$ cat config.mk
export PLATFORM = sky130hd
export DESIGN_NAME = svie_ctrl
export DESIGN_NICKNAME = d
export VERILOG_FILES = /design/src/hw/rtl/svie_pkg.sv /design/src/hw/rtl/svie_ctrl.sv
export SDC_FILE = /design/constraint.sdc
export NUM_CORES = 1
export LEC_CHECK = 0
export ABC_AREA = 1
export BUFFER_PORTS_ARGS = -buffer_cell sky130_fd_sc_hd__buf_2
export CAP_MARGIN = 10
export CORE_AREA = 2 2 39 41
export DETAILED_ROUTE_END_ITERATION = 6
export DIE_AREA = 0 0 41 43
export SLEW_MARGIN = 20
export SYNTH_ARGS = -nofsm -noshare
export SYNTH_HDL_FRONTEND = slang
export SYNTH_SLANG_ARGS = --single-unit
$ cat constraint.sdc
create_clock -name clk -period 1.34 [get_ports clk]
set_clock_uncertainty 0.1 [all_clocks]
set_input_delay 0.268 -clock clk [delete_from_list [all_inputs] [get_ports clk]]
set_output_delay 0.268 -clock clk [all_outputs]
set_load 0.05 [all_outputs]
$ cat src/hw/rtl/svie_pkg.sv
`default_nettype none
package svie_pkg;

  typedef enum logic [5:0] {
    OP_NOP     = 6'd0,
    OP_NEG     = 6'd1,
    OP_ADD     = 6'd2,
    OP_SUB     = 6'd3,
    OP_MUL     = 6'd4,
    OP_DIV     = 6'd5,
    OP_MOD     = 6'd6,
    OP_EQUAL   = 6'd7,
    OP_NOTEQ   = 6'd8,
    OP_LESS    = 6'd9,
    OP_LEQ     = 6'd10,
    OP_GREATER = 6'd11,
    OP_GEQ     = 6'd12,
    OP_SET     = 6'd13,
    OP_LOAD    = 6'd14,
    OP_LOADR   = 6'd15,
    OP_SAVE    = 6'd16,
    OP_SAVER   = 6'd17,
    OP_JUMP    = 6'd18,
    OP_JUMPF   = 6'd19,
    OP_PUSH    = 6'd20,
    OP_POP     = 6'd21,
    OP_SWAP    = 6'd22,
    OP_READ    = 6'd23,
    OP_WRITE   = 6'd24,
    OP_READCH  = 6'd25,
    OP_WRITECH = 6'd26,
    OP_HALT    = 6'd27,
    OP_CALL    = 6'd28,
    OP_RETURN  = 6'd29,
    OP_ALLOC   = 6'd30,
    OP_FREE    = 6'd31,
    OP_TOPST   = 6'd32
  } op_t;

  localparam logic [1:0] KIND_NONE = 2'd0;
  localparam logic [1:0] KIND_INT  = 2'd1;
  localparam logic [1:0] KIND_CHAR = 2'd2;

  localparam logic [2:0] ERR_NONE    = 3'd0;
  localparam logic [2:0] ERR_DIV0    = 3'd1;
  localparam logic [2:0] ERR_ADDR    = 3'd2;
  localparam logic [2:0] ERR_OVF     = 3'd3;
  localparam logic [2:0] ERR_EMPTY   = 3'd4;
  localparam logic [2:0] ERR_LABEL   = 3'd5;
  localparam logic [2:0] ERR_READ    = 3'd6;
  localparam logic [2:0] ERR_ILLEGAL = 3'd7;

  typedef enum logic [3:0] {
    S_IDLE,
    S_EXEC,
    S_LOAD,
    S_DIV,
    S_CALL2,
    S_RET_BASE,
    S_RET_PC,
    S_FILL,
    S_DONE
  } state_t;

  typedef enum logic [3:0] {
    CMD_NONE,
    CMD_LATCH,
    CMD_EXEC,
    CMD_LOAD,
    CMD_DIV,
    CMD_CALL2,
    CMD_RET_BASE,
    CMD_RET_PC,
    CMD_FILL,
    CMD_EMIT
  } cmd_t;

  typedef struct packed {
    logic pre_halt;
    logic to_load;
    logic to_div;
    logic to_call2;
    logic to_ret;
    logic to_fill;
    logic div_last;
    logic ret_more;
    logic fill_last;
    logic out_free;
  } status_t;

endpackage
`default_nettype wire

$ cat src/hw/rtl/svie_ctrl.sv
`default_nettype none
module svie_ctrl (
  input  wire logic          clk,
  input  wire logic          rst,
  input  wire logic          in_valid,
  output logic               in_stall,
  input  svie_pkg::status_t  status,
  output svie_pkg::cmd_t     cmd
);
  import svie_pkg::*;

  state_t state, state_next;

  always_ff @(posedge clk) begin
    if (rst) begin
      state <= S_IDLE;
    end else begin
      state <= state_next;
    end
  end

  always_comb begin
    state_next = state;
    case (state)
      S_IDLE: if (in_valid) state_next = S_EXEC;
      S_EXEC: begin
        if (status.pre_halt) state_next = S_DONE;
        else if (status.to_load) state_next = S_LOAD;
        else if (status.to_div) state_next = S_DIV;
        else if (status.to_call2) state_next = S_CALL2;
        else if (status.to_ret) state_next = S_RET_BASE;
        else if (status.to_fill) state_next = S_FILL;
        else state_next = S_DONE;
      end
      S_LOAD:     state_next = S_DONE;
      S_DIV:      if (status.div_last) state_next = S_DONE;
      S_CALL2:    state_next = S_DONE;
      S_RET_BASE: state_next = status.ret_more ? S_RET_PC : S_DONE;
      S_RET_PC:   state_next = S_DONE;
      S_FILL:     if (status.fill_last) state_next = S_DONE;
      S_DONE:     if (status.out_free) state_next = S_IDLE;
      default:    state_next = S_IDLE;
    endcase
  end

  always_comb begin
    cmd      = CMD_NONE;
    in_stall = (state != S_IDLE);
    case (state)
      S_IDLE:     if (in_valid) cmd = CMD_LATCH;
      S_EXEC:     cmd = CMD_EXEC;
      S_LOAD:     cmd = CMD_LOAD;
      S_DIV:      cmd = CMD_DIV;
      S_CALL2:    cmd = CMD_CALL2;
      S_RET_BASE: cmd = CMD_RET_BASE;
      S_RET_PC:   cmd = CMD_RET_PC;
      S_FILL:     cmd = CMD_FILL;
      S_DONE:     if (status.out_free) cmd = CMD_EMIT;
      default:    cmd = CMD_NONE;
    endcase
  end

endmodule
`default_nettype wire

# Word-level counts from Yosys, hierarchy flattened

Index checks and enable logic that the tools add are counted.

Bits in registers: 4
Bits in latches: 0
Bits in writable memories: 0
Bits in read-only memories: 0
Input port bits: 13
Word-level logic and storage cells: 32
Memories: 0

$add $sub $neg: 0
Multiply operators: 0
Div/mod/pow operators: 0
Magnitude comparators: 0
Eq/ne operators: 12
Shifts and indexed selects: 0
Multiplexer cells: 15
Bitwise logic cells: 0
Reductions and logical operators: 4

Operator list:

| kind                 | count |
|---|---|
| $mux W4              | 12 |
| $pmux W4 S9          | 1 |
| $pmux W4 S7          | 1 |
| $eq A4 B3 Y1 const B | 4 |
| $eq A4 B2 Y1 const B | 2 |
| $ne A2 B2 Y1 const B | 4 |
| $eq A4 B1 Y1 const B | 1 |
| $eq A4 B4 Y1 const B | 1 |
| $logic_not A4 Y1     | 1 |
| $reduce_and A4 Y1    | 1 |
| $reduce_bool A4 Y1   | 1 |
| $reduce_or A3 Y1     | 1 |
| $mux W1              | 1 |

# Longest topological paths before layout

Gate-level depths: netlist (run 1).

Depth in word-level cells: 7
Gate-level depth with buffers: 8
Depth with buffers taken out: 8

# Least setup slack after synthesis (run 1)

OpenSTA, ideal clock, no wires.

Path kind: register to output
Start point: register state[0]
End point: output cmd[0]
Arrival time: 1.769 ns
Required time: 0.972 ns
Setup slack: -0.797 ns
Cell stages (with the launch flop): 4
Buffers on the path: 0
Cell sequence: dfxtp_1 > nor2_2 > nand2_1 > o211ai_1

Cells in the longest elaborated chain, start to end: 2

RTL lines:

| what                                 | RTL line        | text |
|---|---|---|
| start: declaration                   | svie_ctrl.sv:12 | `state_t state, state_next;` |
| start signal: assignment             | svie_ctrl.sv:18 | `state <= state_next;` |
| $eq A4 B4 Y1 (tied with other cells) | svie_ctrl.sv:49 | `case (state)` |
| $pmux W4 S9 *                        | svie_ctrl.sv:49 |  |
| end: declaration                     | svie_ctrl.sv:8  | `output svie_pkg::cmd_t cmd` |

Mark *: on every way between the ends. The rest lies on a longest branch, timed or not.

# Final worst setup path (run 1)

Start point: register state[1]
End point: output cmd[0]

Same word-level chain as after synthesis.

==> metrics, run 1 <==
largest net degree at the start of global routing 6; crit-path max cell delay roughly 350 ps; DR DRC count 0; Final HPWL DP 926 um; pwr/cell area around 940 mW/mm2; global-route wire length before repair 2.01 mm; nets@finish 128; Root Driver clkbuf_4; DR vias 586; Core Box Area 0.00138 mm2; footprint of the multi-input gates 354 um2; status finished, violations left; Initial Utilization 0.278; Unique masters post-synth 16; post-detailed-routing wire length 1.27 mm; final hold violations 0; worst skew pair latency 240 ps; Tmin final 1670 ps; kind of critical path register to output pin; Seq. cell area 90.1 um2; drt pass-1 iters 4; Clock Path Buffers 2; num ports 18; leakage 0.466 nW; num rows 14; most common cell after layout, fill and taps aside buf_4; Regs by FF count state: 4 flops; failing checks setup timing; post-layout worst setup margin -327 ps; f_max 600 MHz; number of DRC markers in iteration 0 2; CTS tree yes; DRT antenna net count 0; CP Buf/Inv Count 2; die height around 43 um; RSZ-0062 raised after global routing true; CTS H-tree lvls 1; synthesized instance count 71; synth-to-layout area growth 124%; Worst VDD drop between 600 and 700 uV; most frequent cells in the layout buf_4 (14), nand2_1 (13), buf_2 (12), buf_6 (12), inv_1 (11); post-synthesis register bit count 4; Post-Syn Area 385 um2; Place WS -197 ps; Port Buffers 17; Clock Sinks 4; WP data required 970 ps; Clk pin slew, worst setup/hold paths about 40 ps; grt total ovfl 0; Setup crit end kind output pin; DP Cell Count 116; Crit Path Max Fanout 5; FF-to-FF Start state[3]; Worst-Margin Slew 190 ps; post-synthesis net count 84; top cells by area, synth dfxtp_1 (21%), nand2_1 (19%), inv_1 (16%); Critical Path AT 1300 ps; Global Route Usage Sum 0.169; Slew headroom 0.873; CP startpoint state[1]; final-layout fill cell count 113; Yosys top cell by area dfxtp_1; Largest register FFs 4; # diodes 0; Avg Cell Area, Syn approximately 5.4 um2; initial antenna violation count 0; layout cells sized above 1 0.602; Top delay family on crit path flip-flops; top cell type's share of synthesized area 0.208; Num CTS Buffers 3; Max-Cap Viols 0; Die Wd 41 um; final setup fails 9; vias in the first global route 543; Final Power between 0.8 and 0.9 mW; Setup crit start kind register; Tcrit/Tclk final 1.24; RePlAce Congestion 0.768; CP Cell Sequence nor2_4 -> buf_6 -> nand2_4 -> o211ai_1 -> buf_4; vias per inst ~4.5; synth warn 0; drt wl/cell between 9 and 10 um; min-delay src rst; Hold Path Class input pin to register; Largest Register state; Slowest-stage cell, CP dfxtp_2; Die ar. 0.00176 mm2; max-slew violations 0; Post-Layout Cell Count 129; Seq/Total Area, Yosys 0.208
## path summary, 6_finish.rpt
path	end	slack (ps)	cells after the start
worst min register to register	state[3]	520	2
worst max register to register	state[0]	-160	10
worst min-delay path	state[3]	120	2
worst max-delay path	cmd[0]	-330	5
## per-stage QoR
stage / util / hold slack [ps] / setup TNS, ps / area [um2]
2_1_floorplan: - / 237 / -742 / 439
3_3_place_gp: 0.458 / 365 / -841 / 634
3_5_place_dp: 0.458 / 370 / -921 / 634
4_1_cts: 0.592 / 114 / -1410 / 820
5_1_grt: 0.625 / 123 / -2260 / 865
6_report: 0.625 / 122 / -1740 / 865
## Yosys cell counts
cell type  instances
dfxtp_1            4
o21bai_1           2
nor3b_1            1
nand3_1            4
inv_1             16
nor2_2             4
and2_1             1
nand2_1           19
o21ai_0            3
a21oi_1            2
nor3_1             1
o21ai_1            1
nor2_1             8
nand3b_1           2
nand4_1            2
o211ai_1           1
## layout make-up
| cell class | instances | area share |
|---|---|---|
| inverters | 16 | 0.0724 |
| clock buffers | 3 | 0.0260 |
| well taps | 16 | 0.0232 |
| flip-flops and latches | 4 | 0.104 |
| multi-input cells | 51 | 0.410 |
| repair buffers | 39 | 0.365 |
## power by group
part / switching (mW) / internal, mW
registers: 0.0203 / 0.136
logic: 0.266 / 0.239
clock network: 0.0524 / 0.100
## what timing repair did
action / CTS / global route
hold buffers: 0 / 0
pin swaps: 15 / 7
setup buffers: 12 / 2
resized for setup: 35 / 10
hold endpoints to repair: 0 / 0
endpoints found under the setup margin: 9 / 9
## metal layers
| layer | up-vias | track usage | share of wire |
|---|---|---|---|
| li1 | 305 | - | - |
| met1 | 261 | 0.177 | 0.43 |
| met2 | 17 | 0.297 | 0.51 |
| met3 | 3 | 0.0157 | 0.038 |
| met4 | 0 | 0.100 | 0.021 |
| met5 | - | 0 | 0 |
## logic make-up after synthesis
group / count (synthesis) / share of synthesized area
DFF: 4 / 0.208
buffers and inverters: 16 / 0.156
and+or+nand+nor: 42 / 0.500
AOI/OAI and AO/OA: 9 / 0.136
No activity file was read; power rests on OpenSTA's default activity.
==> run 2, diff against run 1 <==
--- a/config.mk
+++ b/config.mk
@@ -6,11 +6,11 @@
 export NUM_CORES = 1
 export LEC_CHECK = 0
 export ABC_AREA = 1
-export BUFFER_PORTS_ARGS = -buffer_cell sky130_fd_sc_hd__buf_2
 export CAP_MARGIN = 10
 export CORE_AREA = 2 2 39 41
 export DETAILED_ROUTE_END_ITERATION = 6
 export DIE_AREA = 0 0 41 43
+export DONT_BUFFER_PORTS = 1
 export SLEW_MARGIN = 20
 export SYNTH_ARGS = -nofsm -noshare
 export SYNTH_HDL_FRONTEND = slang
==> metrics, run 2 (synthesis gave the netlist of run 1 again) <==
final setup fails 9 (unchanged); largest net degree at the start of global routing 6 (unchanged); pwr/cell area 945 mW/mm2 (+0.39%); status finished, violations left; Port Buffers 0 (-17); num ports 18 (unchanged); Clock Path Buffers 2 (unchanged); final hold violations 0 (unchanged); Post-Layout Cell Count 116 (-10%); Tmin final 1670 ps (+5.79 ps); Largest register FFs 4 (unchanged); DRT antenna net count 0 (unchanged); most common cell after layout, fill and taps aside nand2_1; initial antenna violation count 0 (unchanged); Regs by FF count state: 4 flops; Clock Sinks 4 (unchanged); Core Box Area 0.00138 mm2 (unchanged); CTS H-tree lvls 1 (unchanged); Setup crit end kind output pin; Root Driver clkbuf_4; nets@finish 115 (-10%); Worst-Margin Slew 208 ps (+18.3 ps); Clk pin slew, worst setup/hold paths 40 ps (about the same); global-route wire length before repair 1.92 mm (-4.4%); Crit Path Max Fanout 3 (-2); max-slew violations 0 (unchanged); Tcrit/Tclk final 1.25 (+0.00432); Final Power 0.738 mW (-9.3%); Critical Path AT 1300 ps (about the same); failing checks setup timing; vias in the first global route 521 (-4.1%); drt pass-1 iters 4 (unchanged); Num CTS Buffers 3 (unchanged); Hold Path Class input pin to register; kind of critical path register to output pin; Largest Register state; post-layout worst setup margin -332 ps (-5.79 ps); Initial Utilization 0.278 (unchanged); RSZ-0062 raised after global routing true; drt wl/cell 11.1 um (+12%); setup TNS -1820 ps (-78.3 ps); Place WS -186 ps (+10.9 ps); leakage 0.409 nW (-12%); Worst VDD drop 449 uV (-27%); Max-Cap Viols 0 (unchanged); vias per inst 4.78 (+5.1%); Global Route Usage Sum 0.160 (-0.00904); die height 43 um (unchanged); most frequent cells in the layout nand2_1 (14), buf_4 (13), inv_1 (12); utilization after layout 0.564 (-0.0606); Final HPWL DP 935 um (+0.98%); Die ar. 0.00176 mm2 (unchanged); Die Wd 41 um (unchanged); grt total ovfl 0 (unchanged); layout cells sized above 1 0.530 (-0.0718); number of DRC markers in iteration 0 11 (+9); synth-to-layout area growth 103%; DP Cell Count 104 (-10%); f_max 598 MHz (-0.35%); Setup crit start kind register; WP data required 970 ps (about the same); post-detailed-routing wire length 1.28 mm (+0.79%); Slew headroom 0.861 (-0.0119); worst skew pair latency 230 ps (about the same); CTS tree yes; # diodes 0 (unchanged); DR vias 554 (-5.5%); num rows 14 (unchanged); RePlAce Congestion 0.773 (+0.65%); DR DRC count 0 (unchanged)
run 2: changes by cell type in the layout (fill, tap and decap cells not counted), moves of 2 or more:
cell     previous run  this run
nor2_2              1         5
nand2_4             3         1
nor2_4              7         3
buf_2              12         0
buf_12              0         2
o21ai_1             3         1
buf_6              12        10
run 2: metal layers:
layer,track usage,part of all wire,up-vias,routed length (um)
met4,0.0200,0,0,0
met5,0,0,-,0
li1,-,-,281,-
met3,0.0628,0.059,0,76
met2,0.284,0.55,19,708
met1,0.170,0.39,254,498
run 2: cell type report:
| cell class | count | area [um2] |
|---|---|---|
| repair buffers | 26 | 260 |
| well taps | 16 | 20.0 |
| fillers | 135 | 603 |
| inverters | 16 | 60.1 |
| flip-flops and latches | 4 | 92.6 |
| multi-input cells | 51 | 325 |
| clock buffers | 3 | 22.5 |
run 2: critical path: stages (launching register included):
cell and delay [ps]:
dfxtp_2 330, inv_2 50, nor2_4 140, buf_4 130, buf_6 80, inv_2 50
o21ai_4 140, buf_12 150
run 2: repair_timing:
| item | in CTS | in global routing |
|---|---|---|
| pin swaps | 11 | 9 |
| hold endpoints to repair | 1 | 0 |
| setup endpoints to repair | 8 | 9 |
| resized for setup | 19 | 10 |
| hold buffers | 1 | 0 |
| buffers inserted | 6 | 4 |
run 2: final timing paths:
| check | start | end | slack (ps) | cells after the start |
|---|---|---|---|---|
| setup / recovery | state[2] | cmd[3] | -330 | 7 |
| hold / removal | rst | state[2] | 90 | 3 |
| setup reg to reg | state[2] | state[1] | -190 | 11 |
| hold reg to reg | state[3] | state[3] | 600 | 3 |
run 2: per-stage QoR:
step / hold slack (ps) / cell area [um2]
after global routing: 94.0 / 781
after floorplan: 237 / 439
after CTS: 88.6 / 733
final: 93.1 / 781
after detailed placement: 240 / 612
after global placement: 242 / 612
run 2: power breakdown:
part	switching (mW)	internal, mW	total (mW)	leakage (nW)
combinational	0.236	0.197	0.433	0.360
clock	0.0487	0.100	0.149	0.0138
sequential	0.0210	0.135	0.156	0.0353
==> run 3, diff against run 2 <==
--- a/config.mk
+++ b/config.mk
@@ -7,10 +7,13 @@
 export LEC_CHECK = 0
 export ABC_AREA = 1
 export CAP_MARGIN = 10
-export CORE_AREA = 2 2 39 41
+export CELL_PAD_IN_SITES_DETAIL_PLACEMENT = 0
+export CELL_PAD_IN_SITES_GLOBAL_PLACEMENT = 2
+export CORE_AREA = 2 2 43 45
 export DETAILED_ROUTE_END_ITERATION = 6
-export DIE_AREA = 0 0 41 43
+export DIE_AREA = 0 0 45 47
 export DONT_BUFFER_PORTS = 1
+export PLACE_DENSITY_LB_ADDON = 0.1
 export SLEW_MARGIN = 20
 export SYNTH_ARGS = -nofsm -noshare
 export SYNTH_HDL_FRONTEND = slang
==> metrics, run 3 (synthesis gave the netlist of run 1 again) <==
leakage 0.450 nW (+9.9%); final setup fails 8 (-1); Clock Sinks 4 (unchanged); DR vias 537 (-3.1%); CP Buf/Inv Count 2 (-3); Crit Path Max Fanout 4 (+1); Worst-Margin Slew 218 ps (+9.87 ps); nets@finish 119 (+3.5%); WP data required 970 ps (about the same); initial antenna violation count 0 (unchanged); Port Buffers 0 (unchanged); Regs by FF count state: 4 flops; f_max 608 MHz (+1.7%); FF-to-FF Start state[1]; CTS H-tree lvls 1 (unchanged); grt total ovfl 0 (unchanged); Largest register FFs 4 (unchanged); Slowest-stage cell, CP dfxtp_4; num ports 18 (unchanged); Clk pin slew, worst setup/hold paths 30 ps (about the same); Max-Cap Viols 0 (unchanged); post-layout worst setup margin -304 ps (+28.2 ps); die height 47 um (+9.3%); Seq. cell area 92.6 um2 (unchanged); pwr/cell area 977 mW/mm2 (+3.4%); DR DRC count 0 (unchanged); grt met3 use 0.0269 (-0.0359); Critical Path AT 1280 ps (-20 ps); synth-to-layout area growth 127%; utilization after layout 0.530 (-0.0346); post-detailed-routing wire length 1.35 mm (+5.5%); drt pass-1 iters 3 (-1); met2 usage 0.283 (-0.00152); most frequent cells in the layout buf_4 (20), inv_1 (11), nand2_1 (10); failing checks setup timing; vias in the first global route 566 (+8.6%); final-layout fill cell count 174 (+29%); max-slew violations 0 (unchanged); CP startpoint state[1]; GRT busiest layer met2; setup TNS -1320 ps (+503 ps); final hold violations 0 (unchanged); Core Box Area 0.00165 mm2 (+19%); CTS tree yes; DRT antenna net count 0 (unchanged); kind of critical path register to output pin; Setup crit start kind register; # diodes 0 (unchanged); Hold Path Class input pin to register; layout cells sized above 1 0.606 (+0.0758); Num CTS Buffers 3 (unchanged); footprint of the multi-input gates 385 um2 (+18%); vias per inst 4.44 (-7.1%); number of DRC markers in iteration 0 3 (-8); crit-path max cell delay 350 ps (+20 ps); Die ar. 0.00212 mm2 (+20%); Tmin final 1640 ps (-28.2 ps); Worst VDD drop 831 uV (+85%); drt wl/cell 11.2 um (+1.1%); Setup crit end kind output pin; Final HPWL DP 975 um (+4.3%); most common cell after layout, fill and taps aside buf_4; Top delay family on crit path flip-flops; grt met1 use 0.168 (-0.00260); RePlAce Congestion 0.658 (-15%); CP Cell Sequence nor2_4 -> nand4_1 -> buf_4 -> o21ai_4 -> buf_12; r2r setup slk -40 ps (+150 ps); Die Wd 45 um (+9.8%); global-route wire length before repair 2.27 mm (+18%); Initial Utilization 0.233 (-0.0451); min-delay src rst; status finished, violations left; Clock Path Buffers 2 (unchanged); RSZ-0062 raised after global routing true; largest net degree at the start of global routing 6 (unchanged); Global Route Usage Sum 0.152 (-0.00745); Root Driver clkbuf_4; Final Power 0.854 mW (+16%); Tcrit/Tclk final 1.23 (-0.0210); hold_ws 98.5 ps (+5.39 ps); Slew headroom 0.854 (-0.00674); num rows 15 (+1); Largest Register state; worst skew pair latency 230 ps (about the same)
==> run 3: cell types whose count changed in the layout (fill, tap and decap cells not counted), moves of 2 or more <==
cell,delta
buf_4,+7
nor2_2,-5
nand2_1,-4
inv_4,+2
nand2_4,+3
nand3_1,-2
nor2_4,+4
buf_6,-4
==> run 3: timing repair <==
item	in CTS	in global routing
endpoints found under the setup margin	7	9
setup buffers	9	5
hold buffers	1	0
gates cloned	0	0
gates resized for setup	27	17
hold endpoints to repair	1	0
pin swaps	14	13
==> run 3: worst min-delay path: stages <==
cell,delay (ps)
inv_1,30
o21ai_1,60
inv_1,40
==> run 3: final cells by class <==
class                      instances  area share
multi-input combinational         51       0.441
timing repair buffer              30       0.329
sequential                         4       0.106
inverter                          16      0.0744
clock buffer                       3      0.0258
tap                               17      0.0243
==> run 3: per-layer routing <==
metal / share of wire / vias to the layer above
met5: 0 / -
met2: 0.55 / 8
met4: 0 / 0
met1: 0.42 / 239
li1: - / 290
met3: 0.030 / 0
==> run 3: final timing paths <==
| kind | cells after the start | to |
|---|---|---|
| setup / recovery | 5 | cmd[3] |
| hold / removal | 3 | state[1] |
| setup reg to reg | 8 | state[0] |
| hold reg to reg | 4 | state[3] |
==> run 3: metrics by stage <==
stage / instance area, um2 / setup slack [ps] / instances
final: 875 / -304 / 121
after detailed placement: 628 / -166 / 107
after global placement: 628 / -124 / 107
after global routing: 875 / -391 / 121
after floorplan: 439 / -516 / 71
after CTS: 782 / -311 / 117
==> run 3: where the power goes <==
part           leakage [nW]  total [mW]  switching, mW  internal (mW)
logic                 0.401       0.555          0.286          0.269
clock network        0.0138       0.144         0.0440         0.0998
registers            0.0353       0.156         0.0206          0.135
